**src/hw/rtl/ostseq_pkg.sv**
```systemverilog
// shared types and codes for the obstacle scan and turn sequencer
// no dependencies; used by every module of the block by scoped names
package ostseq_pkg;

  localparam int unsigned CfgAddrW = 5;
  localparam int unsigned CfgDataW = 32;

  // register indexes on the configuration port
  localparam logic [2:0] REG_OBSTACLE_MM    = 3'd0;
  localparam logic [2:0] REG_DIRECT_TURN_MM = 3'd1;
  localparam logic [2:0] REG_CRUISE_SPEED   = 3'd2;
  localparam logic [2:0] REG_SPIN_SPEED     = 3'd3;
  localparam logic [2:0] REG_SWEEP_MS       = 3'd4;
  localparam logic [2:0] REG_SETTLE_MS      = 3'd5;
  localparam logic [2:0] REG_STOP_MS        = 3'd6;
  localparam logic [2:0] REG_TURN_TIMEOUT   = 3'd7;

  // motor commands
  localparam logic [2:0] MOTOR_KEEP  = 3'd0;
  localparam logic [2:0] MOTOR_STOP  = 3'd1;
  localparam logic [2:0] MOTOR_FWD   = 3'd2;
  localparam logic [2:0] MOTOR_LEFT  = 3'd3;
  localparam logic [2:0] MOTOR_RIGHT = 3'd4;

  // servo commands
  localparam logic [1:0] SERVO_KEEP  = 2'd0;
  localparam logic [1:0] SERVO_STOP  = 2'd1;
  localparam logic [1:0] SERVO_LEFT  = 2'd2;
  localparam logic [1:0] SERVO_RIGHT = 2'd3;

  // turn plan for the next encounter
  localparam logic [1:0] PLAN_SCAN  = 2'd0;
  localparam logic [1:0] PLAN_LEFT  = 2'd1;
  localparam logic [1:0] PLAN_RIGHT = 2'd2;

  localparam logic signed [15:0] YAW_TARGET  = 16'sd900;
  localparam logic [12:0]        SIDE_MARGIN = 13'd100;

  typedef enum logic [3:0] {
    PH_DRIVE        = 4'd0,
    PH_STOP_WAIT    = 4'd1,
    PH_SWEEP_LEFT   = 4'd2,
    PH_LEFT_SETTLE  = 4'd3,
    PH_SWEEP_RIGHT  = 4'd4,
    PH_RIGHT_SETTLE = 4'd5,
    PH_CENTER       = 4'd6,
    PH_CHOOSE       = 4'd7,
    PH_SCAN_LEFT    = 4'd8,
    PH_SCAN_RIGHT   = 4'd9,
    PH_DIRECT_LEFT  = 4'd10,
    PH_DIRECT_RIGHT = 4'd11
  } phase_t;

  typedef struct packed {
    logic [11:0] obstacle_mm;
    logic [11:0] direct_turn_mm;
    logic [14:0] cruise_speed;
    logic [14:0] spin_speed;
    logic [15:0] sweep_ms;
    logic [15:0] settle_ms;
    logic [15:0] stop_ms;
    logic [15:0] turn_timeout_ms;
  } cfg_t;

  typedef struct packed {
    logic [31:0]        now_ms;
    logic [11:0]        distance_mm;
    logic               distance_ok;
    logic signed [15:0] yaw_tenths;
  } item_t;

  typedef struct packed {
    phase_t      phase;
    logic [31:0] phase_start_ms;
    logic [11:0] left_range_mm;
    logic [11:0] right_range_mm;
    logic [1:0]  turn_plan;
  } seq_state_t;

  typedef struct packed {
    logic [2:0]  motor_cmd;
    logic [14:0] motor_speed;
    logic [1:0]  servo_cmd;
    logic        yaw_zero;
    logic        sensor_fault;
    logic [3:0]  state_code;
  } result_t;

endpackage

```
**src/hw/rtl/ostseq_cfg.sv**
```systemverilog
// configuration register file behind the apb-style port
// depends on ostseq_pkg for the register indexes and cfg_t
module ostseq_cfg (
  input  logic                             clk,
  input  logic                             rst_n,
  input  logic                             psel,
  input  logic                             penable,
  input  logic                             pwrite,
  input  logic [ostseq_pkg::CfgAddrW-1:0]  paddr,
  input  logic [ostseq_pkg::CfgDataW-1:0]  pwdata,
  output logic [ostseq_pkg::CfgDataW-1:0]  prdata,
  output logic                             pready,
  output ostseq_pkg::cfg_t                 cfg
);

  ostseq_pkg::cfg_t cfg_r;
  logic [2:0]       idx;
  logic             wr_en;

  assign pready = 1'b1;
  assign idx    = paddr[4:2];
  assign wr_en  = psel & penable & pwrite & pready;
  assign cfg    = cfg_r;

  always_ff @(posedge clk) begin
    if (!rst_n) begin
      cfg_r.obstacle_mm     <= 12'd425;
      cfg_r.direct_turn_mm  <= 12'd300;
      cfg_r.cruise_speed    <= 15'd1800;
      cfg_r.spin_speed      <= 15'd2200;
      cfg_r.sweep_ms        <= 16'd300;
      cfg_r.settle_ms       <= 16'd300;
      cfg_r.stop_ms         <= 16'd1000;
      cfg_r.turn_timeout_ms <= 16'd3500;
    end else if (wr_en) begin
      unique case (idx)
        ostseq_pkg::REG_OBSTACLE_MM:    cfg_r.obstacle_mm     <= pwdata[11:0];
        ostseq_pkg::REG_DIRECT_TURN_MM: cfg_r.direct_turn_mm  <= pwdata[11:0];
        ostseq_pkg::REG_CRUISE_SPEED:   cfg_r.cruise_speed    <= pwdata[14:0];
        ostseq_pkg::REG_SPIN_SPEED:     cfg_r.spin_speed      <= pwdata[14:0];
        ostseq_pkg::REG_SWEEP_MS:       cfg_r.sweep_ms        <= pwdata[15:0];
        ostseq_pkg::REG_SETTLE_MS:      cfg_r.settle_ms       <= pwdata[15:0];
        ostseq_pkg::REG_STOP_MS:        cfg_r.stop_ms         <= pwdata[15:0];
        ostseq_pkg::REG_TURN_TIMEOUT:   cfg_r.turn_timeout_ms <= pwdata[15:0];
        default: ;
      endcase
    end
  end

  always_comb begin
    unique case (idx)
      ostseq_pkg::REG_OBSTACLE_MM:    prdata = {20'd0, cfg_r.obstacle_mm};
      ostseq_pkg::REG_DIRECT_TURN_MM: prdata = {20'd0, cfg_r.direct_turn_mm};
      ostseq_pkg::REG_CRUISE_SPEED:   prdata = {17'd0, cfg_r.cruise_speed};
      ostseq_pkg::REG_SPIN_SPEED:     prdata = {17'd0, cfg_r.spin_speed};
      ostseq_pkg::REG_SWEEP_MS:       prdata = {16'd0, cfg_r.sweep_ms};
      ostseq_pkg::REG_SETTLE_MS:      prdata = {16'd0, cfg_r.settle_ms};
      ostseq_pkg::REG_STOP_MS:        prdata = {16'd0, cfg_r.stop_ms};
      ostseq_pkg::REG_TURN_TIMEOUT:   prdata = {16'd0, cfg_r.turn_timeout_ms};
      default:                        prdata = '0;
    endcase
  end

endmodule

```
**src/hw/rtl/ostseq_step.sv**
```systemverilog
// next-state and result logic for one poll item
// depends on ostseq_pkg for the phase codes, commands and structs
module ostseq_step (
  input  ostseq_pkg::cfg_t       cfg,
  input  ostseq_pkg::item_t      item,
  input  ostseq_pkg::seq_state_t st,
  output ostseq_pkg::seq_state_t st_nxt,
  output ostseq_pkg::result_t    res
);

  logic [31:0] elapsed;
  logic [11:0] thresh;
  logic        sweep_done;
  logic        sweep2_done;
  logic        settle_done;
  logic        stop_done;
  logic        timeout;
  logic        left_done;
  logic        right_done;
  logic        go_left;
  logic [2:0]  motor;
  logic [14:0] speed;
  logic [1:0]  servo;
  logic        zero;
  logic        fault;

  assign elapsed     = item.now_ms - st.phase_start_ms;
  assign thresh      = (st.turn_plan == ostseq_pkg::PLAN_SCAN) ? cfg.obstacle_mm
                                                               : cfg.direct_turn_mm;
  assign sweep_done  = elapsed >= {16'd0, cfg.sweep_ms};
  assign sweep2_done = elapsed >= {15'd0, cfg.sweep_ms, 1'b0};
  assign settle_done = elapsed >= {16'd0, cfg.settle_ms};
  assign stop_done   = elapsed >= {16'd0, cfg.stop_ms};
  assign timeout     = elapsed >= {16'd0, cfg.turn_timeout_ms};
  assign left_done   = (item.yaw_tenths <= -ostseq_pkg::YAW_TARGET) || timeout;
  assign right_done  = (item.yaw_tenths >= ostseq_pkg::YAW_TARGET) || timeout;
  assign go_left     = {1'b0, st.left_range_mm} >
                       ({1'b0, st.right_range_mm} + ostseq_pkg::SIDE_MARGIN);

  always_comb begin
    st_nxt = st;
    motor  = ostseq_pkg::MOTOR_KEEP;
    speed  = '0;
    servo  = ostseq_pkg::SERVO_KEEP;
    zero   = 1'b0;
    fault  = 1'b0;
    unique case (st.phase)
      ostseq_pkg::PH_DRIVE: begin
        if (!item.distance_ok) begin
          motor = ostseq_pkg::MOTOR_STOP;
          fault = 1'b1;
        end else if (item.distance_mm <= thresh) begin
          st_nxt.phase_start_ms = item.now_ms;
          if (st.turn_plan == ostseq_pkg::PLAN_LEFT) begin
            motor        = ostseq_pkg::MOTOR_LEFT;
            speed        = cfg.spin_speed;
            zero         = 1'b1;
            st_nxt.phase = ostseq_pkg::PH_DIRECT_LEFT;
          end else if (st.turn_plan == ostseq_pkg::PLAN_RIGHT) begin
            motor        = ostseq_pkg::MOTOR_RIGHT;
            speed        = cfg.spin_speed;
            zero         = 1'b1;
            st_nxt.phase = ostseq_pkg::PH_DIRECT_RIGHT;
          end else begin
            motor        = ostseq_pkg::MOTOR_STOP;
            st_nxt.phase = ostseq_pkg::PH_STOP_WAIT;
          end
        end else begin
          motor = ostseq_pkg::MOTOR_FWD;
          speed = cfg.cruise_speed;
        end
      end
      ostseq_pkg::PH_STOP_WAIT: begin
        if (stop_done) begin
          st_nxt.left_range_mm  = '0;
          st_nxt.right_range_mm = '0;
          motor                 = ostseq_pkg::MOTOR_STOP;
          servo                 = ostseq_pkg::SERVO_LEFT;
          st_nxt.phase          = ostseq_pkg::PH_SWEEP_LEFT;
          st_nxt.phase_start_ms = item.now_ms;
        end
      end
      ostseq_pkg::PH_SWEEP_LEFT: begin
        if (sweep_done) begin
          servo                 = ostseq_pkg::SERVO_STOP;
          st_nxt.phase          = ostseq_pkg::PH_LEFT_SETTLE;
          st_nxt.phase_start_ms = item.now_ms;
        end
      end
      ostseq_pkg::PH_LEFT_SETTLE: begin
        if (settle_done) begin
          st_nxt.phase_start_ms = item.now_ms;
          // bad reading restarts the settle wait
          if (!item.distance_ok) begin
            motor = ostseq_pkg::MOTOR_STOP;
            fault = 1'b1;
          end else begin
            st_nxt.left_range_mm = item.distance_mm;
            servo                = ostseq_pkg::SERVO_RIGHT;
            st_nxt.phase         = ostseq_pkg::PH_SWEEP_RIGHT;
          end
        end
      end
      ostseq_pkg::PH_SWEEP_RIGHT: begin
        // full swing from left to right takes two side sweeps
        if (sweep2_done) begin
          servo                 = ostseq_pkg::SERVO_STOP;
          st_nxt.phase          = ostseq_pkg::PH_RIGHT_SETTLE;
          st_nxt.phase_start_ms = item.now_ms;
        end
      end
      ostseq_pkg::PH_RIGHT_SETTLE: begin
        if (settle_done) begin
          st_nxt.phase_start_ms = item.now_ms;
          if (!item.distance_ok) begin
            motor = ostseq_pkg::MOTOR_STOP;
            fault = 1'b1;
          end else begin
            st_nxt.right_range_mm = item.distance_mm;
            servo                 = ostseq_pkg::SERVO_LEFT;
            st_nxt.phase          = ostseq_pkg::PH_CENTER;
          end
        end
      end
      ostseq_pkg::PH_CENTER: begin
        if (sweep_done) begin
          servo                 = ostseq_pkg::SERVO_STOP;
          st_nxt.phase          = ostseq_pkg::PH_CHOOSE;
          st_nxt.phase_start_ms = item.now_ms;
        end
      end
      ostseq_pkg::PH_CHOOSE: begin
        zero                  = 1'b1;
        speed                 = cfg.spin_speed;
        st_nxt.phase_start_ms = item.now_ms;
        if (go_left) begin
          motor        = ostseq_pkg::MOTOR_LEFT;
          st_nxt.phase = ostseq_pkg::PH_SCAN_LEFT;
        end else begin
          motor        = ostseq_pkg::MOTOR_RIGHT;
          st_nxt.phase = ostseq_pkg::PH_SCAN_RIGHT;
        end
      end
      ostseq_pkg::PH_SCAN_LEFT, ostseq_pkg::PH_SCAN_RIGHT,
      ostseq_pkg::PH_DIRECT_LEFT, ostseq_pkg::PH_DIRECT_RIGHT: begin
        // after a scan turn the next encounter turns the other way
        if ((st.phase == ostseq_pkg::PH_SCAN_LEFT && left_done) ||
            (st.phase == ostseq_pkg::PH_DIRECT_LEFT && left_done) ||
            (st.phase == ostseq_pkg::PH_SCAN_RIGHT && right_done) ||
            (st.phase == ostseq_pkg::PH_DIRECT_RIGHT && right_done)) begin
          motor                 = ostseq_pkg::MOTOR_STOP;
          st_nxt.phase          = ostseq_pkg::PH_DRIVE;
          st_nxt.phase_start_ms = item.now_ms;
          if (st.phase == ostseq_pkg::PH_SCAN_LEFT) begin
            st_nxt.turn_plan = ostseq_pkg::PLAN_RIGHT;
          end else if (st.phase == ostseq_pkg::PH_SCAN_RIGHT) begin
            st_nxt.turn_plan = ostseq_pkg::PLAN_LEFT;
          end else begin
            st_nxt.turn_plan = ostseq_pkg::PLAN_SCAN;
          end
        end
      end
      default: begin
        motor                 = ostseq_pkg::MOTOR_STOP;
        st_nxt.phase          = ostseq_pkg::PH_DRIVE;
        st_nxt.phase_start_ms = item.now_ms;
        st_nxt.left_range_mm  = '0;
        st_nxt.right_range_mm = '0;
        st_nxt.turn_plan      = ostseq_pkg::PLAN_SCAN;
      end
    endcase
  end

  always_comb begin
    res.motor_cmd    = motor;
    res.motor_speed  = speed;
    res.servo_cmd    = servo;
    res.yaw_zero     = zero;
    res.sensor_fault = fault;
    res.state_code   = st_nxt.phase;
  end

endmodule

```
**src/hw/rtl/obstacle_scan_turn_sequencer.sv**
```systemverilog
// Obstacle scan and turn sequencer, top level.
// Input channel (in_valid/in_ready) takes one poll transfer: timestamp, front
// range with valid flag and relative yaw. Result channel (out_valid/out_ready)
// gives exactly one result transfer per poll: motor and servo commands, yaw
// zero pulse, sensor fault flag and the phase after the step.
// The poll is captured in an input register; the phase logic runs between it
// and the result register, which takes the result when the poll moves on. One
// poll per cycle is sustained while out_ready is high: the sequencer state
// updates together with the result register, when a poll moves into it.
// When the receiver stalls, the result register holds its transfer and one
// more poll waits in the input register; in_ready drops only when both are
// full and out_ready is low.
// Configuration goes through the apb-style cfg_ port, one 32-bit register
// every 4 bytes, with no wait states; write it only while the block is idle.
// Synchronous active-low reset empties both registers, returns the sequencer
// to the drive phase with cleared ranges and plan, and loads register
// defaults.
// Depends on ostseq_pkg, ostseq_cfg and ostseq_step.
module obstacle_scan_turn_sequencer (
  input  logic                             clk,
  input  logic                             rst_n,
  input  logic                             in_valid,
  output logic                             in_ready,
  input  logic [31:0]                      in_now_ms,
  input  logic [11:0]                      in_distance_mm,
  input  logic                             in_distance_ok,
  input  logic signed [15:0]               in_yaw_tenths,
  output logic                             out_valid,
  input  logic                             out_ready,
  output logic [2:0]                       out_motor_cmd,
  output logic [14:0]                      out_motor_speed,
  output logic [1:0]                       out_servo_cmd,
  output logic                             out_yaw_zero,
  output logic                             out_sensor_fault,
  output logic [3:0]                       out_state_code,
  input  logic                             cfg_psel,
  input  logic                             cfg_penable,
  input  logic                             cfg_pwrite,
  input  logic [ostseq_pkg::CfgAddrW-1:0]  cfg_paddr,
  input  logic [ostseq_pkg::CfgDataW-1:0]  cfg_pwdata,
  output logic [ostseq_pkg::CfgDataW-1:0]  cfg_prdata,
  output logic                             cfg_pready
);

  ostseq_pkg::cfg_t       cfg;
  ostseq_pkg::item_t      item_r;
  logic                   in_v_r;
  ostseq_pkg::result_t    res_r;
  ostseq_pkg::result_t    res_nxt;
  logic                   out_v_r;
  ostseq_pkg::seq_state_t st_r;
  ostseq_pkg::seq_state_t st_nxt;
  logic                   adv;

  ostseq_cfg u_cfg (
    .clk     (clk),
    .rst_n   (rst_n),
    .psel    (cfg_psel),
    .penable (cfg_penable),
    .pwrite  (cfg_pwrite),
    .paddr   (cfg_paddr),
    .pwdata  (cfg_pwdata),
    .prdata  (cfg_prdata),
    .pready  (cfg_pready),
    .cfg     (cfg)
  );

  ostseq_step u_step (
    .cfg    (cfg),
    .item   (item_r),
    .st     (st_r),
    .st_nxt (st_nxt),
    .res    (res_nxt)
  );

  // poll moves to the result register when that register is free or drains
  assign adv      = in_v_r & (~out_v_r | out_ready);
  assign in_ready = ~in_v_r | adv;

  always_ff @(posedge clk) begin
    if (!rst_n) begin
      in_v_r            <= 1'b0;
      out_v_r           <= 1'b0;
      st_r.phase          <= ostseq_pkg::PH_DRIVE;
      st_r.phase_start_ms <= '0;
      st_r.left_range_mm  <= '0;
      st_r.right_range_mm <= '0;
      st_r.turn_plan      <= ostseq_pkg::PLAN_SCAN;
    end else begin
      if (in_ready) begin
        in_v_r <= in_valid;
      end
      if (adv) begin
        out_v_r <= 1'b1;
        st_r    <= st_nxt;
      end else if (out_ready) begin
        out_v_r <= 1'b0;
      end
    end
  end

  always_ff @(posedge clk) begin
    if (in_valid && in_ready) begin
      item_r.now_ms      <= in_now_ms;
      item_r.distance_mm <= in_distance_mm;
      item_r.distance_ok <= in_distance_ok;
      item_r.yaw_tenths  <= in_yaw_tenths;
    end
    if (adv) begin
      res_r <= res_nxt;
    end
  end

  assign out_valid        = out_v_r;
  assign out_motor_cmd    = res_r.motor_cmd;
  assign out_motor_speed  = res_r.motor_speed;
  assign out_servo_cmd    = res_r.servo_cmd;
  assign out_yaw_zero     = res_r.yaw_zero;
  assign out_sensor_fault = res_r.sensor_fault;
  assign out_state_code   = res_r.state_code;

  // sequencer state changes only when a poll is consumed
  a_state_hold: assert property (@(posedge clk) disable iff (!rst_n)
    !adv |=> $stable(st_r))
    else $error("sequencer state changed without a poll");

  // an empty result register never blocks the input side
  a_no_block: assert property (@(posedge clk) disable iff (!rst_n)
    !out_v_r |-> in_ready)
    else $error("input stalled while result register empty");

  // yaw zero pulse only comes with a spin command
  a_zero_spin: assert property (@(posedge clk) disable iff (!rst_n)
    (out_v_r && res_r.yaw_zero) |->
      (res_r.motor_cmd == ostseq_pkg::MOTOR_LEFT ||
       res_r.motor_cmd == ostseq_pkg::MOTOR_RIGHT))
    else $error("yaw zero without spin");

  // the reported phase is the one held in the sequencer after the step
  a_code_match: assert property (@(posedge clk) disable iff (!rst_n)
    adv |=> (res_r.state_code == st_r.phase))
    else $error("state code does not match sequencer phase");

endmodule

```
**config.mk**
```make
export PLATFORM = sky130hd
export DESIGN_NAME = obstacle_scan_turn_sequencer
export DESIGN_NICKNAME = d
export VERILOG_FILES = /design/src/hw/rtl/ostseq_pkg.sv /design/src/hw/rtl/ostseq_cfg.sv /design/src/hw/rtl/ostseq_step.sv /design/src/hw/rtl/obstacle_scan_turn_sequencer.sv
export SDC_FILE = /design/constraint.sdc
export NUM_CORES = 1
export LEC_CHECK = 0
export ABC_AREA = 1
export BUFFER_PORTS_ARGS = -buffer_cell sky130_fd_sc_hd__buf_2
export CORE_MARGIN = 2
export CORE_UTILIZATION = 60
export DETAILED_ROUTE_END_ITERATION = 8
export GPL_TIMING_DRIVEN = 0
export PLACE_DENSITY = 0.78
export RECOVER_POWER = 100
export SYNTH_ARGS = -nofsm -noshare
export SYNTH_HDL_FRONTEND = slang
export SYNTH_SLANG_ARGS = --single-unit
```
**constraint.sdc**
```tcl
create_clock -name clk -period 3.8 [get_ports clk]
set_input_delay 0.38 -clock clk [delete_from_list [all_inputs] [get_ports clk]]
set_output_delay 0.38 -clock clk [all_outputs]
set_load 0.05 [all_outputs]
```
# After elaboration in Yosys (flattened, before gate mapping)
# Cells that the tools add are included.
dict set report totals {
  wordCells 168
  regBits 269
  in_bits 105
}
dict set report classes {
  n_reduce_logical 33
  eq_ne 31
  bitwise_logic 10
  magnitude_cmp 9
  mux 58
  addsub 2
}
# operator count
set op_table {}
lappend op_table {{$pmux W36 S9} 1}
lappend op_table {{$pmux W32 S8} 1}
lappend op_table {{$mux W36} 7}
lappend op_table {{$ge A32 B16 Y1} 4}
lappend op_table {{$pmux W12 S3} 2}
lappend op_table {{$mux W15} 4}
lappend op_table {{$mux W60} 1}
lappend op_table {{$mux W48} 1}
lappend op_table {{$mux W12} 3}
lappend op_table {{$ge A32 B17 Y1} 1}
lappend op_table {{$sub A32 B32 Y32} 1}
lappend op_table {{$pmux W15 S2} 1}
lappend op_table {{$reduce_or A10 Y1} 2}
lappend op_table {{$mux W3} 6}
lappend op_table {{$pmux W3 S6} 1}
lappend op_table {{$eq A4 B3 Y1 const B} 4}
lappend op_table {{$eq A4 B4 Y1 const B} 4}
lappend op_table {{$ge A16 B11 Y1 const B} 1}
lappend op_table {{$le A16 B11 Y1 const B} 1}
lappend op_table {{$mux W4} 4}
lappend op_table {{$ne A2 B1 Y1 const B} 8}
lappend op_table {{$reduce_and A2 Y1} 8}
lappend op_table {{$mux W1} 15}
lappend op_table {{$mux W2} 7}
lappend op_table {{30 further kinds} 55}

# Longest topological paths before layout
dict set report logic_depth {
  depth_word 9
  depth_mapped 27
}

# Modules after synthesis
# A second synthesis with hierarchy kept.
dict set report hier_totals {
  hier_cells 2847
  area_unflattened_um2 19180.9
}
# mod cells_per_inst seq_area_each_um2 area_per_inst_um2 n_inst
set modules_own_cells {}
lappend modules_own_cells {ostseq_step 1534 0.0 8147.8 1}
lappend modules_own_cells {ostseq_cfg 807 2362.3 5571.6 1}
lappend modules_own_cells {obstacle_scan_turn_sequencer 506 3893.7 5461.5 1}

# Least setup slack after synthesis
# No wires, ideal clock.
dict set report synth_path {
  kind {flip-flop to flip-flop}
  startpoint {reg item_r[29] in the netlist's numbering}
  endpoint {reg res_r (netlist bit out_state_code[1]), data pin}
  t_arrival_ns 3.009
  path_slack_ns 0.531
  stages_incl_launch_ff 23
  required_time_ns 3.540
  period_less_slack_ns 3.269
  path_cell_list {edfxtp_1 -> inv_1 -> ha_1 -> fa_1 -> inv_1 -> nand2_1 -> nand3_1 -> xor2_1 -> ha_1 -> nand2_1 -> nor2_1 -> a211oi_1 -> nand2_1 -> nand2_1 -> nand3_1 -> nand2_1 -> nand2_1 -> nor2_1 -> nand3_1 -> nand2_1 -> nor2_1 -> nor3_1 -> nand2_1}
}
# element line
set synth_lines {}
lappend synth_lines {{start: declaration} obstacle_scan_turn_sequencer.sv:46} ;# ostseq_pkg::item_t item_r;
lappend synth_lines {{end signal: assignment} obstacle_scan_turn_sequencer.sv:110} ;# res_r <= res_nxt;
lappend synth_lines {{end: declaration} obstacle_scan_turn_sequencer.sv:48} ;# ostseq_pkg::result_t res_r;

# Worst setup path after layout
dict set report layout_path {
  startpoint {reg item_r[32] in the netlist's numbering}
  endpoint {reg st_r[34] in the netlist's numbering}
}
dict set report layout_via {
  elab_chain_len 9
}
# element line
set layout_lines {}
lappend layout_lines {{$sub A32 B32 Y32 *} ostseq_step.sv:27} ;# assign elapsed = item.now_ms - st.phase_start_ms;
lappend layout_lines {{$ge A32 B16 Y1} ostseq_step.sv:34} ;# assign timeout = elapsed >= {16'd0, cfg.turn_timeout_ms};
lappend layout_lines {{$logic_or A1 B1 Y1} ostseq_step.sv:35} ;# assign left_done = (item.yaw_tenths <= -ostseq_pkg::YAW_TARGET) || timeout;
lappend layout_lines {{$logic_and A1 B1 Y1, on equally long branches} {ostseq_step.sv:147, ostseq_step.sv:148}}
lappend layout_lines {{$logic_or A1 B1 Y1} ostseq_step.sv:147} ;# if ((st.phase == ostseq_pkg::PH_SCAN_LEFT && left_done) ||
lappend layout_lines {{$logic_or A1 B1 Y1} ostseq_step.sv:148} ;# (st.phase == ostseq_pkg::PH_DIRECT_LEFT && left_done) ||
lappend layout_lines {{$logic_or A1 B1 Y1} ostseq_step.sv:149} ;# (st.phase == ostseq_pkg::PH_SCAN_RIGHT && right_done) ||
lappend layout_lines {{$ne A2 B1 Y1 (no line)} --}
lappend layout_lines {{$reduce_and A10 Y1 (no line) *} --}
lappend layout_lines {{end signal: assignment} obstacle_scan_turn_sequencer.sv:95} ;# st_r <= st_nxt;
lappend layout_lines {{end: declaration} obstacle_scan_turn_sequencer.sv:51} ;# ostseq_pkg::seq_state_t st_r;
# Mark *: on every way between the ends. The rest lies on a longest branch, timed or not.
# A chain may end at the register's enable or synchronous reset.

==> flow_summary.json <==
{
  "critical-path-max-stage-delay_ps": 460,
  "cts_made_buffers": 30,
  "grt_pass1_wl_mm": 80.3,
  "grt_max_degree": 45,
  "drv_slew": 0,
  "io_buffers": 128,
  "final_util": 0.776,
  "die_x_um": 168,
  "yosys_warnings": 0,
  "power_density_nw_per_um2": 433,
  "max_freq_mhz": 249,
  "clk_latency_ps": 580,
  "power.leakage_nw": 9.12,
  "nNetsFinal": 2718,
  "antenna_found_initial": 1,
  "crit_type": "reg -> reg",
  "dieArea_sq_um": 28200,
  "required_ps": 4210,
  "io_pins": 166,
  "area_delta_synth_final_pct": 28.1,
  "slew_headroom": 0.0747,
  "cts_root_buf": "clkbuf_16",
  "clkTransAtPathRegs_ps": 60,
  "yosysSeqAreaShare": 0.388,
  "timing.hold.ws_ps": 94.4,
  "r2r_end": "st_r[34]",
  "place_area_sq_um": 17300,
  "violations": "setup timing",
  "overflow": 0,
  "ys_ff_latch": 269,
  "drive_above_1_share": 0.157,
  "tightest_slew_ps": 1390,
  "hold_path_class": "in -> reg",
  "dp_cells": 2655,
  "crit_family": "simple AND/OR/NAND/NOR gates",
  "synthDistinctLibCells": 47,
  "async_flop_share": 0,
  "r2r_slack_ps": -210,
  "first_iter_violations": 1545,
  "coreArea_sq_um": 26700,
  "netlist.area_leader.share": 0.226,
  "routed_via_density": 5.94,
  "holdPathStages": 3,
  "fin_crit_sh": 1.05,
  "wl_per_cell_um": 19.6,
  "final_common_cell": "nand2_1",
  "rsz0062_at_grt": "yes",
  "status": "finished with violations",
  "finalSetupTns_ps": -4630,
  "setup_violations": 33,
  "preCtsSetupSlack_ps": -652,
  "power.total_mw": 8.96,
  "cpMostUsedCell": "nand2_2",
  "yosys-top-cells-area": "dfxtp_1 (23%), edfxtp_1 (16%), ha_1 (11%)",
  "worst-path-max-fanout": 6,
  "htreeDepth": 1,
  "end_kind": "flop",
  "ant_nets": 0,
  "timing.final.crit_period_ps": 4010,
  "syn_area_per_cell_sq_um": 7.44,
  "whs_endpoint": "in_v_r",
  "reg2reg_depth": 25,
  "synthesis.area_sq_um": 16100,
  "ir_drop_uv": 444,
  "startpoint_type": "flop",
  "drt_wl_total_mm": 55.5,
  "cts_tree": "done",
  "yosysTopAreaCell": "dfxtp_1",
  "drv_cap": 0,
  "cp_data_arrival_time_ps": 4420,
  "firstDrtPassIters": 6,
  "setup_ws_ps": -209,
  "detailroute.via_count": 16868,
  "worstHoldStart": "in_valid",
  "stdcell_count": 2838,
  "gp_congestion": 0.974,
  "final_cell_mix": "nand2_1 (414), inv_1 (337), a21oi_1 (197)",
  "dp_hpwl_mm": 36.9,
  "grt_use_total": 0.357,
  "cp_num_buf_inv": 6,
  "n_fill_cell": 1896,
  "drcViolationCount": 0,
  "synth_edf_count": 87,
  "rows": 60,
  "clock-sinks": 269,
  "fin_area_sq_um": 20700,
  "hold_violations": 0,
  "grt_pass1_vias": 15828,
  "cp_slowest_cell": "edfxtp_1",
  "start_util": 0.606,
  "skew_ps": 15.0,
  "syn_inst": 2170,
  "synth-main-ff-cell": "dfxtp_1",
  "die_y_um": 168,
  "r2r-start": "item_r[32]",
  "clock_path_buffers": 3
}
-- kinds of logic after synthesis --
logic type / share of synthesized area
AO/OA/AOI/OAI: 0.169
XOR/XNOR: 0.0119
other: 0.000465
adder cells (fa/ha/maj): 0.110
AND/OR/NAND/NOR: 0.214
buffers and inverters: 0.107
flip-flops: 0.388
-- power breakdown --
part | total (mW) | leakage (nW) | internal, mW | switching [mW]
combinational | 2.37 | 6.22 | 0.899 | 1.47
sequential | 3.15 | 2.32 | 3.08 | 0.0684
clock | 3.43 | 0.573 | 2.18 | 1.25
total | 8.96 | 9.12 | 6.16 | 2.79
-- sequential cells by signal, indices dropped and copies added (netlist names) --
name and cells:
out_state_code 4, out_sensor_fault 1, in_v_r 1, out_valid 1, st_r 62, item_r 61
out_motor_cmd 3, out_motor_speed 15, out_yaw_zero 1, u_cfg.cfg 118, out_servo_cmd 2
-- cell type report --
class / count / area, sq um / share of cell area
buffer: 86 / 445 / 0.0215
multi-input combinational: 1483 / 9270 / 0.448
tap: 341 / 427 / 0.0206
inverter: 345 / 1290 / 0.0626
antenna: 1 / 2.50 / 0.000121
sequential: 269 / 6260 / 0.303
clock buffer: 35 / 800 / 0.0387
timing repair buffer: 257 / 1810 / 0.0877
clock inverter: 21 / 370 / 0.0179
-- worst min-delay path, delay by kind of cell --
family | cells | cell delay (ps)
AND/OR/NAND/NOR | 1 | 70
buffers and inverters | 1 | 90
AO/OA/AOI/OAI | 1 | 60
-- synthesized netlist by cell type (2+ instances only) --
cell	instances
a211oi_1	15
a21oi_1	211
a221oi_1	24
a22oi_1	6
and2_1	6
buf_2	8
buf_4	18
buf_6	4
clkbuf_1	57
clkinv_1	3
conb_1	2
dfxtp_1	182
edfxtp_1	87
ha_1	140
inv_1	338
inv_2	4
nand2_1	455
nand3_1	71
nand3_4	2
nand3b_1	17
nand4_1	60
nor2_1	176
nor2_2	6
nor3_1	14
nor4_1	2
o2111ai_1	4
o211ai_1	19
o21ai_0	169
o21bai_1	2
o22ai_1	30
or2_2	2
xnor2_1	2
xor2_1	20
-- routing by layer --
layer	vias to the layer above	share of wire	global-route usage
met5	-	0	0
met1	7790	0.37	0.430
met4	0	0.068	0.163
met2	963	0.48	0.633
met3	290	0.086	0.0522
li1	7825	-	-
-- how the worst max path moves through the flow --
stage                           from                end  slack [ps]  cells after the start
final                     item_r[32]           st_r[34]        -210                     25
after global routing      item_r[31]           st_r[32]        -360                     22
after CTS                 item_r[34]           st_r[34]          -9                     24
after detailed placement  item_r[29]           st_r[34]        -650                     22
after global placement    item_r[29]           st_r[36]        -570                     22
after floorplan           item_r[29]  out_state_code[1]         530                     22
-- timing repair --
item	in CTS	in global routing
cloned	1	0
setup buffers	32	35
resized for setup	92	139
pin swaps	28	63
hold buffers	61	0
endpoints found under the hold margin	61	0
endpoints found under the setup margin	70	70
No activity file was read; power rests on OpenSTA's default activity.
